### src/sv/oets_pkg.sv
package oets_pkg;

  // Sequencer states of the sorter.
  typedef enum logic [2:0] {
    ST_LOAD,
    ST_CHECK,
    ST_CMP,
    ST_WR2,
    ST_EMIT_RD,
    ST_EMIT_LD,
    ST_EMIT_WAIT
  } state_t;

endpackage

### src/sv/odd_even_transposition_sorter.sv
// Odd-even transposition sorter. Signed values are loaded one beat per cycle
// until the beat marked last; beats beyond MAX_ELEMENTS are dropped and every
// result of that set then carries overflow. The set is sorted in place in a
// single-ported-write buffer by one shared comparator: each compare-swap of a
// pair goes through a check state and a compare state, and a swapped pair also
// through a second write state; rounds of an odd pass followed by an even pass
// repeat until a round makes no swap. Results then leave in ascending order,
// each read, loaded and held until accepted before the next is read, the final
// one marked by final_res. No new input is taken from the last beat of a set
// until the final result of that set has been accepted.
module odd_even_transposition_sorter #(
  parameter int MAX_ELEMENTS = 16,
  parameter int DATA_WIDTH   = 32
) (
  input  logic                         clk,
  input  logic                         rst,
  input  logic                         in_valid,
  output logic                         in_ready,
  input  logic signed [DATA_WIDTH-1:0] value,
  input  logic                         last,
  output logic                         out_valid,
  input  logic                         out_ready,
  output logic signed [DATA_WIDTH-1:0] sorted_value,
  output logic                         final_res,
  output logic                         overflow
);

  localparam int CW = $clog2(MAX_ELEMENTS + 1);
  localparam int IW = $clog2(MAX_ELEMENTS);
  localparam int XW = $clog2(MAX_ELEMENTS + 2);

  oets_pkg::state_t state, state_next;

  logic [CW-1:0] count, count_next;
  logic          dropped, dropped_next;
  logic          swapped, swapped_next;
  logic          odd_phase, odd_next;
  logic [XW-1:0] idx, idx_next;
  logic [CW-1:0] k, k_next;

  logic [XW-1:0]         idx_inc;
  logic [XW-1:0]         idx_step;
  logic                  pair_ok;
  logic                  we;
  logic [IW-1:0]         waddr;
  logic [DATA_WIDTH-1:0] wdata;
  logic                  re;
  logic [IW-1:0]         raddr0;
  logic [IW-1:0]         raddr1;
  logic [DATA_WIDTH-1:0] rd0;
  logic [DATA_WIDTH-1:0] rd1;
  logic                  gt;
  logic                  out_load;

  oets_ram #(
    .DEPTH (MAX_ELEMENTS),
    .WIDTH (DATA_WIDTH)
  ) u_ram (
    .clk    (clk),
    .we     (we),
    .waddr  (waddr),
    .wdata  (wdata),
    .re     (re),
    .raddr0 (raddr0),
    .raddr1 (raddr1),
    .rdata0 (rd0),
    .rdata1 (rd1)
  );

  oets_cmp #(
    .WIDTH (DATA_WIDTH)
  ) u_cmp (
    .a  ($signed(rd0)),
    .b  ($signed(rd1)),
    .gt (gt)
  );

  assign idx_inc  = idx + XW'(1);
  assign idx_step = idx + XW'(2);
  assign pair_ok  = ((XW + 1)'(idx) + (XW + 1)'(1)) < (XW + 1)'(count);

  always_ff @(posedge clk) begin
    if (rst) begin
      state     <= oets_pkg::ST_LOAD;
      count     <= '0;
      dropped   <= 1'b0;
      swapped   <= 1'b0;
      odd_phase <= 1'b0;
      idx       <= '0;
      k         <= '0;
    end else begin
      state     <= state_next;
      count     <= count_next;
      dropped   <= dropped_next;
      swapped   <= swapped_next;
      odd_phase <= odd_next;
      idx       <= idx_next;
      k         <= k_next;
    end
  end

  always_ff @(posedge clk) begin
    if (out_load) begin
      sorted_value <= $signed(rd0);
      final_res    <= (k + CW'(1)) == count;
      overflow     <= dropped;
    end
  end

  assign out_valid = (state == oets_pkg::ST_EMIT_WAIT);

  always_comb begin
    state_next   = state;
    count_next   = count;
    dropped_next = dropped;
    swapped_next = swapped;
    odd_next     = odd_phase;
    idx_next     = idx;
    k_next       = k;
    we           = 1'b0;
    waddr        = idx[IW-1:0];
    wdata        = rd0;
    re           = 1'b0;
    raddr0       = idx[IW-1:0];
    raddr1       = idx_inc[IW-1:0];
    out_load     = 1'b0;
    in_ready     = 1'b0;

    case (state)
      oets_pkg::ST_LOAD: begin
        in_ready = 1'b1;
        if (in_valid) begin
          if (count < CW'(MAX_ELEMENTS)) begin
            we         = 1'b1;
            waddr      = count[IW-1:0];
            wdata      = value;
            count_next = count + CW'(1);
          end else begin
            dropped_next = 1'b1;
          end
          if (last) begin
            odd_next     = 1'b1;
            idx_next     = XW'(1);
            swapped_next = 1'b0;
            state_next   = oets_pkg::ST_CHECK;
          end
        end
      end

      oets_pkg::ST_CHECK: begin
        if (pair_ok) begin
          re         = 1'b1;
          state_next = oets_pkg::ST_CMP;
        end else if (odd_phase) begin
          odd_next = 1'b0;
          idx_next = '0;
        end else if (swapped) begin
          odd_next     = 1'b1;
          idx_next     = XW'(1);
          swapped_next = 1'b0;
        end else begin
          k_next     = '0;
          state_next = oets_pkg::ST_EMIT_RD;
        end
      end

      oets_pkg::ST_CMP: begin
        if (gt) begin
          // Lower entry takes the smaller value now, the upper one next cycle.
          we         = 1'b1;
          wdata      = rd1;
          state_next = oets_pkg::ST_WR2;
        end else begin
          idx_next   = idx_step;
          state_next = oets_pkg::ST_CHECK;
        end
      end

      oets_pkg::ST_WR2: begin
        we           = 1'b1;
        waddr        = idx_inc[IW-1:0];
        wdata        = rd0;
        swapped_next = 1'b1;
        idx_next     = idx_step;
        state_next   = oets_pkg::ST_CHECK;
      end

      oets_pkg::ST_EMIT_RD: begin
        re         = 1'b1;
        raddr0     = k[IW-1:0];
        state_next = oets_pkg::ST_EMIT_LD;
      end

      oets_pkg::ST_EMIT_LD: begin
        out_load   = 1'b1;
        state_next = oets_pkg::ST_EMIT_WAIT;
      end

      oets_pkg::ST_EMIT_WAIT: begin
        if (out_ready) begin
          if (final_res) begin
            count_next   = '0;
            dropped_next = 1'b0;
            state_next   = oets_pkg::ST_LOAD;
          end else begin
            k_next     = k + CW'(1);
            state_next = oets_pkg::ST_EMIT_RD;
          end
        end
      end

      default: begin
        state_next = oets_pkg::ST_LOAD;
      end
    endcase
  end

endmodule

### src/sv/oets_ram.sv
module oets_ram #(
  parameter int DEPTH = 16,
  parameter int WIDTH = 32
) (
  input  logic                     clk,
  input  logic                     we,
  input  logic [$clog2(DEPTH)-1:0] waddr,
  input  logic [WIDTH-1:0]         wdata,
  input  logic                     re,
  input  logic [$clog2(DEPTH)-1:0] raddr0,
  input  logic [$clog2(DEPTH)-1:0] raddr1,
  output logic [WIDTH-1:0]         rdata0,
  output logic [WIDTH-1:0]         rdata1
);

  logic [WIDTH-1:0] mem [DEPTH];

  always_ff @(posedge clk) begin
    if (we) begin
      mem[waddr] <= wdata;
    end
  end

  // Both read ports are registered and hold their data until the next read.
  always_ff @(posedge clk) begin
    if (re) begin
      rdata0 <= mem[raddr0];
      rdata1 <= mem[raddr1];
    end
  end

endmodule

### src/sv/oets_cmp.sv
module oets_cmp #(
  parameter int WIDTH = 32
) (
  input  logic signed [WIDTH-1:0] a,
  input  logic signed [WIDTH-1:0] b,
  output logic                    gt
);

  // Strictly greater only, so equal values keep their order.
  assign gt = (a > b);

endmodule

### config.mk
export PLATFORM = sky130hd
export DESIGN_NAME = odd_even_transposition_sorter
export DESIGN_NICKNAME = d
export VERILOG_FILES = /design/src/sv/oets_pkg.sv /design/src/sv/odd_even_transposition_sorter.sv /design/src/sv/oets_ram.sv /design/src/sv/oets_cmp.sv
export SDC_FILE = /design/constraint.sdc
export NUM_CORES = 1
export LEC_CHECK = 0
export BUFFER_PORTS_ARGS = -buffer_cell sky130_fd_sc_hd__buf_2
export CELL_PAD_IN_SITES_DETAIL_PLACEMENT = 0
export CELL_PAD_IN_SITES_GLOBAL_PLACEMENT = 1
export CORE_MARGIN = 1
export CORE_UTILIZATION = 40
export DETAILED_ROUTE_END_ITERATION = 8
export PLACE_DENSITY = 0.69
export SETUP_SLACK_MARGIN = 0.4
export SYNTH_ARGS = -nofsm -noshare
export SYNTH_HDL_FRONTEND = slang
export SYNTH_HIERARCHICAL = 1
export SYNTH_SLANG_ARGS = --single-unit
### constraint.sdc
create_clock -name clk -period 6.17 [get_ports clk]
set_input_delay 1.234 -clock clk [delete_from_list [all_inputs] [get_ports clk]]
set_output_delay 1.234 -clock clk [all_outputs]
set_load 0.01 [all_outputs]
==> results.ini, run 1 <==
[synthesis]
synth_top_family_by_area=multiplexers
synthMuxAreaShare=0.2036
syn_nets=1637
syn_area_per_cell_sq_um=18.39
synth_xor_area_frac=0.003663
synth-adder-area-share=0.01744
yosysSeqAreaShare=0.6531
synth_seq_cells=631
synth_edf_count=610
yosys.cell_types.count=59
yosys_warnings=6
synth_area_sq_mm=0.02869
synth_compound_area_frac=0.06280
synth_cells=1560
async_flop_share=0
synthFlopType=edfxtp_1
synthSimpleGateAreaFrac=0.03223

[pwr]
power.total_mw=15.28
p_per_area_mw_per_mm2=469.0
ir_drop_mv=0.3347
p_leak_nw=10.49

[finish]
drive_gt1_frac=0.3041
antenna_cells=0
final_util=0.4620
final_common_cell=edfxtp_1
finalNetCount=1712
syn_to_final_growth_pct=13.55
mostFrequentLayoutCells=edfxtp_1, mux4_2, a22oi_1
fin_area_sq_mm=0.03258

[clock_tree]
post_cts_resize_count=0
clkSlewWorstSetupHoldPaths_ns=0.06
cts_root_buf=clkbuf_16
cts_setup_buffers=0
cts_sinks=631
cts_hold_buffers=0
cts.path.max_buffers=3
tritoncts=yes
cts_htree_levels=3
cts_made_buffers=69
insertion_delay_ns=0.61

[global_routing]
grt_pass1_wl_um=114800
overflow=0
grt_pass1_vias=17018
grtUsageTotal=0.2155
grt_max_degree=107
antenna_found_initial=0

[floorplanning]
die_width_um=269.8
core-area_sq_mm=0.07051
die_h_um=269.8
pin_count=73
start_util=0.4069
die_area_sq_mm=0.07280
num_rows=97

[timing]
setup_tns_ns=0
hold_viol_final=0
relSlewSlack=0.1911
fin_skew_ns=0.02734
rsz0062_at_grt=false
maxSlewViolCount=0
fmax_mhz=190.2
worst_pin_slew_ns=1.202
setup_ws_ns=0.9119
fin_crit_sh=0.8522
setup_viol=0
min_period_ns=5.258

[placement]
globalplace.congestion=0.7816
postPlaceCellArea_sq_mm=0.03042
io_buffers=72
hpwl_um=46110
dp_slack_ns=0.9373

[setup_path]
path_class=reg2reg
rr_startpoint=u_ram/rdata0[31]
r2r_setup_slack_ns=0.91
critPathMaxFanout=32
critPathArrivalTime_ns=5.49
rr_worst_depth=13
start_kind=register
end_kind=register
required_ns=6.40
r2r-end=u_ram/mem[1][13]

[hold_path]
min_to=overflow
worstHoldPathType=reg2reg
whs_path_depth=0
hp-start=dropped

[route]
dr.pass1.iters=8
wirelength_um=77680
drt_first_iter_violations=1764
wl_per_cell_um=29.57
drc=0
vias_per_cell=6.177
postRouteAntennaNets=0
vias=16228

[job]
max-cap-violations=0

[outcome]
status=completed

[through the flow]
stage               hold WS [ns]  std cells
global placement          0.4619       2504
detailed placement        0.4684       2504
global route              0.5057       2627
floorplan                 0.4088       1560
finish                    0.4838       2627
CTS                       0.4812       2627
[worst max-delay path, stage by stage (launching register included)]
cell and delay [ns]:
edfxtp_1 0.47, ha_1 0.38, nand4_1 0.32, nor4_1 1.10, o31ai_1 0.34, o2111ai_1 0.23, mux2i_1 0.33, nand2_1 0.09
o21ai_0 0.12, nand2_2 0.08, nand2_1 0.15, or3b_2 0.59, nor2_4 0.11, buf_4 0.57
[worst max path at each step]
stage | from | end | slack [ns] | depth (start not counted)
floorplan | u_ram/rdata0[14] | u_ram/mem[0][0] | 0.62 | 14
global placement | u_ram/rdata0[31] | u_ram/mem[1][9] | 1.03 | 13
detailed placement | u_ram/rdata0[31] | u_ram/mem[1][8] | 0.94 | 13
CTS | u_ram/rdata0[31] | u_ram/mem[1][13] | 0.92 | 13
global route | u_ram/rdata0[31] | u_ram/mem[13][21] | 0.64 | 10
finish | u_ram/rdata0[31] | u_ram/mem[1][13] | 0.91 | 13
[cells by family (layout without fill, tap and decap cells)]
family,after synthesis,after routing
compound gates,238,238
xor+xnor,12,12
fa+ha+maj,40,40
buf+inv,183,310
flops,631,631
mux,263,263
simple gates,193,193
[synthesized netlist by cell type, drive strengths merged, types with 5 or more instances]
cell type  instances  area share
ha                40       0.017
a21o               7      0.0018
dfxtp             21       0.015
mux4             256        0.20
nand2b             7      0.0015
nand4             10      0.0022
buf               57       0.011
a21oi             24      0.0043
nor2b             10      0.0022
inv               77       0.010
a222oi            32       0.011
a22oi            129       0.034
xnor2              8      0.0024
nand3             10      0.0017
nor3b              5      0.0017
nor3               6      0.0010
clkbuf            49      0.0064
nand2             91       0.012
edfxtp           610        0.64
nor2              36      0.0050
o21ai             15      0.0026
[flip-flops by register name, indices dropped and copies added, names as in the netlist]
name	flops
overflow	1
state	3
u_ram/mem	512
final_res	1
count	5
u_ram/rdata1	32
swapped	1
odd_phase	1
sorted_value	32
u_ram/rdata0	32
k	5
idx	5
dropped	1
[cell type report]
class	instances	area [sq um]
tap	940	1176
timing repair buffer	110	808.3
clock inverter	45	357.8
multi-input combinational	746	9399
fill	5934	37940
sequential	631	18740
clock buffer	78	1803
inverter	77	296.5
[metal layers]
| metal | routed length, um | global-route usage | part of all wire | vias to the layer above |
|---|---|---|---|---|
| met3 | 6269 | 0.04534 | 0.081 | 120 |
| met1 | 31340 | 0.2946 | 0.40 | 8620 |
| met2 | 37970 | 0.3475 | 0.49 | 757 |
| met5 | 0 | 0 | 0 | - |
| li1 | - | - | - | 6731 |
| met4 | 2098 | 0.06400 | 0.027 | 0 |
[where the power goes]
group	switching [mW]	internal [mW]	leakage [nW]
logic	2.95	1.94	3.73
clock network	1.71	2.28	1.07
registers	0.311	6.09	5.70
total	4.97	10.3	10.5
Power figures use the tool's default switching activity.
==> run 2: changes to the inputs <==
Settings changed: ABC_AREA set to 1, PLACE_DENSITY 0.69 to 0.76.
==> run 2 against run 1 <==
Compared with the run above:
- clock-buffer cell count up 8
- utilization shrank 1.6 points
- design area up 13%
- combinational power rose by 83%
- worst setup slack improved by 0.57 ns
- critical path depth is 4 higher
- non-clock buffer count rose by 3
- clock skew rose by 0.0025 ns
==> results.ini, run 2 <==
[timing]
min_period_ns=4.687
relSlewSlack=0.1513
fmax_mhz=213.3
setup_tns_ns=0
rsz0062_at_grt=false
holdWs_ns=0.4297
fin_crit_sh=0.7597
setup_ws_ns=1.483
hold_viol_final=0
fin_skew_ns=0.02981
setup_viol=0
worst_pin_slew_ns=1.270
maxSlewViolCount=0

[finish]
largest_reg_flops=512
final_util=0.4464
mostFrequentLayoutCells=nand2_1, nand3_1, edfxtp_1
syn_to_final_growth_pct=9.733
drive_gt1_frac=0.07696
multi_input_area_sq_mm=0.01126
finalNetCount=3942
final_common_cell=nand2_1
layout.area.seq_sq_mm=0.01874
fill_cells=7964
fin_area_sq_mm=0.03689
top_register=u_ram/mem
antenna_cells=0

[global_routing]
overflow=0
grt_pass1_vias=25591
grtUsageTotal=0.2565
grt_pass1_wl_um=164100
grt_max_degree=170
antenna_found_initial=1

[placement]
globalplace.congestion=0.8442
dp_slack_ns=1.539
hpwl_um=64300
postPlaceCellArea_sq_mm=0.03437
io_buffers=72

[synthesis]
yosysTopAreaCellShare=0.5449
synth_most_common_cell=nand2_1
synth_seq_cells=631
yosys-top-cells-count=nand2_1, nand3_1, edfxtp_1, inv_1, buf_2
synthFlopType=edfxtp_1
yosys.cell_types.count=41
synthTopCellsByArea=edfxtp_1, nand3_1, nand2_1
synth_area_sq_mm=0.03362
syn_nets=3980
synth.largest_area_cell=edfxtp_1
yosysSeqAreaShare=0.5574
yosys_warnings=6
synth_edf_count=610
syn_area_per_cell_sq_um=8.613
synth_cells=3903
async_flop_share=0

[clock_tree]
cts.path.max_buffers=3
cts_sinks=631
cts_htree_levels=3
tritoncts=yes
insertion_delay_ns=0.63
post_cts_resize_count=0
cts_made_buffers=75
cts_hold_buffers=0
cts_setup_buffers=0
clkSlewWorstSetupHoldPaths_ns=0.06
cts_root_buf=clkbuf_16

[floorplanning]
pin_count=73
die_width_um=291.9
start_util=0.4068
die_area_sq_mm=0.08521
num_rows=105
core-area_sq_mm=0.08264
die_h_um=291.9

[outcome]
status=completed

[setup_path]
start_kind=register
critPathMostFrequentCell=nand2_1
critPathMaxFanout=33
required_ns=6.46
path_class=reg2reg
cp_slowest_cell=nor2_4
slowest_delay_ns=0.76
critPathArrivalTime_ns=4.98
end_kind=register
crit_chain=ha_1 -> a21oi_1 -> o21ai_0 -> nand2_1 -> nand2_1 -> a21oi_2 -> nand2_2 -> nand2_1 -> nand2_1 -> nor2_2 -> nand2_2 -> nand2_1 -> inv_2 -> nand2_1 -> nand3b_1 -> nor2_4 -> buf_4

[route]
drt_first_iter_violations=3187
dr.pass1.iters=6
postRouteAntennaNets=0
vias_per_cell=5.394
wl_per_cell_um=22.03
wirelength_um=110000
vias=26939
drc=0

[pwr]
p_sw_frac=0.4500
clkPwrFrac=0.227
p_per_area_mw_per_mm2=541.5
p_seq_frac=0.325
internal-power_mw=10.99
p_leak_nw=16.05
switchingPower_mw=8.987
p_comb_frac=0.448
ir_drop_mv=0.4178

[hold_path]
worstHoldPathType=reg2reg

[job]
max-cap-violations=0

## run 2: changes by cell type after synthesis, moves of 28 or more
| cell | previous run | this run |
|---|---|---|
| nand2_1 | 91 | 1260 |
| nand3_1 | 10 | 981 |
| inv_1 | 76 | 588 |
| mux4_2 | 256 | 0 |
| a22oi_1 | 129 | 0 |
| buf_2 | 18 | 109 |
| buf_6 | 0 | 61 |
| a222oi_1 | 32 | 0 |
| clkbuf_1 | 49 | 21 |
## run 2: through the flow
stage	cells	power (mW)
after detailed placement	4858	15.32
after global routing	4994	20.93
after floorplan	3903	12.21
final	4994	19.97
after global placement	4858	15.31
after CTS	4994	19.86
## run 2: per-layer routing
metal | up-vias | wire (um) | share of wire | GRT usage
met5 | - | 0 | 0 | 0
li1 | 12629 | - | - | -
met1 | 12755 | 46800 | 0.43 | 0.3676
met4 | 0 | 2570 | 0.023 | 0.06983
met3 | 169 | 11370 | 0.10 | 0.04597
met2 | 1386 | 49280 | 0.45 | 0.3980
## run 2: power by group through the flow
stage	combinational, mW	clock (mW)	sequential, mW
final	8.95	4.54	6.48
after global routing	9.64	4.75	6.54
after CTS	8.78	4.60	6.48
after detailed placement	8.75	0	6.57
after global placement	8.75	0	6.56
after floorplan	5.72	0	6.48
## run 2: final cells by class
class | instances | area share
clock buffers | 86 | 0.05257
clock inverters | 50 | 0.01570
inverters | 608 | 0.06282
multi-input cells | 2436 | 0.3052
flip-flops and latches | 631 | 0.5080
well taps | 1070 | 0.03629
repair buffers | 113 | 0.01947
## run 2: cells by family after synthesis
group / count (synthesis) / synth area share
AO/OA/AOI/OAI: 52 / 0.009305
XOR/XNOR: 12 / 0.003127
adder cells (fa/ha/maj): 40 / 0.01489
buffers and inverters: 836 / 0.1140
flip-flops: 631 / 0.5574
AND/OR/NAND/NOR: 2332 / 0.3013
## run 2: critical path, delay by kind of cell, from the launching register on
kind            cells  cell delay (ns)
fa+ha+maj           1             0.34
compound gates      3             0.63
simple gates       11             2.21
buf+inv             2             0.71
flops               1             0.42
## run 2: worst paths after layout
check,slack [ns],endpoint,cells after the start,startpoint
max reg2reg,1.48,u_ram/mem[4][18],17,u_ram/rdata0[27]
min,0.43,overflow,0,dropped
max,1.48,u_ram/mem[4][18],17,u_ram/rdata0[27]
min reg2reg,0.43,overflow,0,dropped
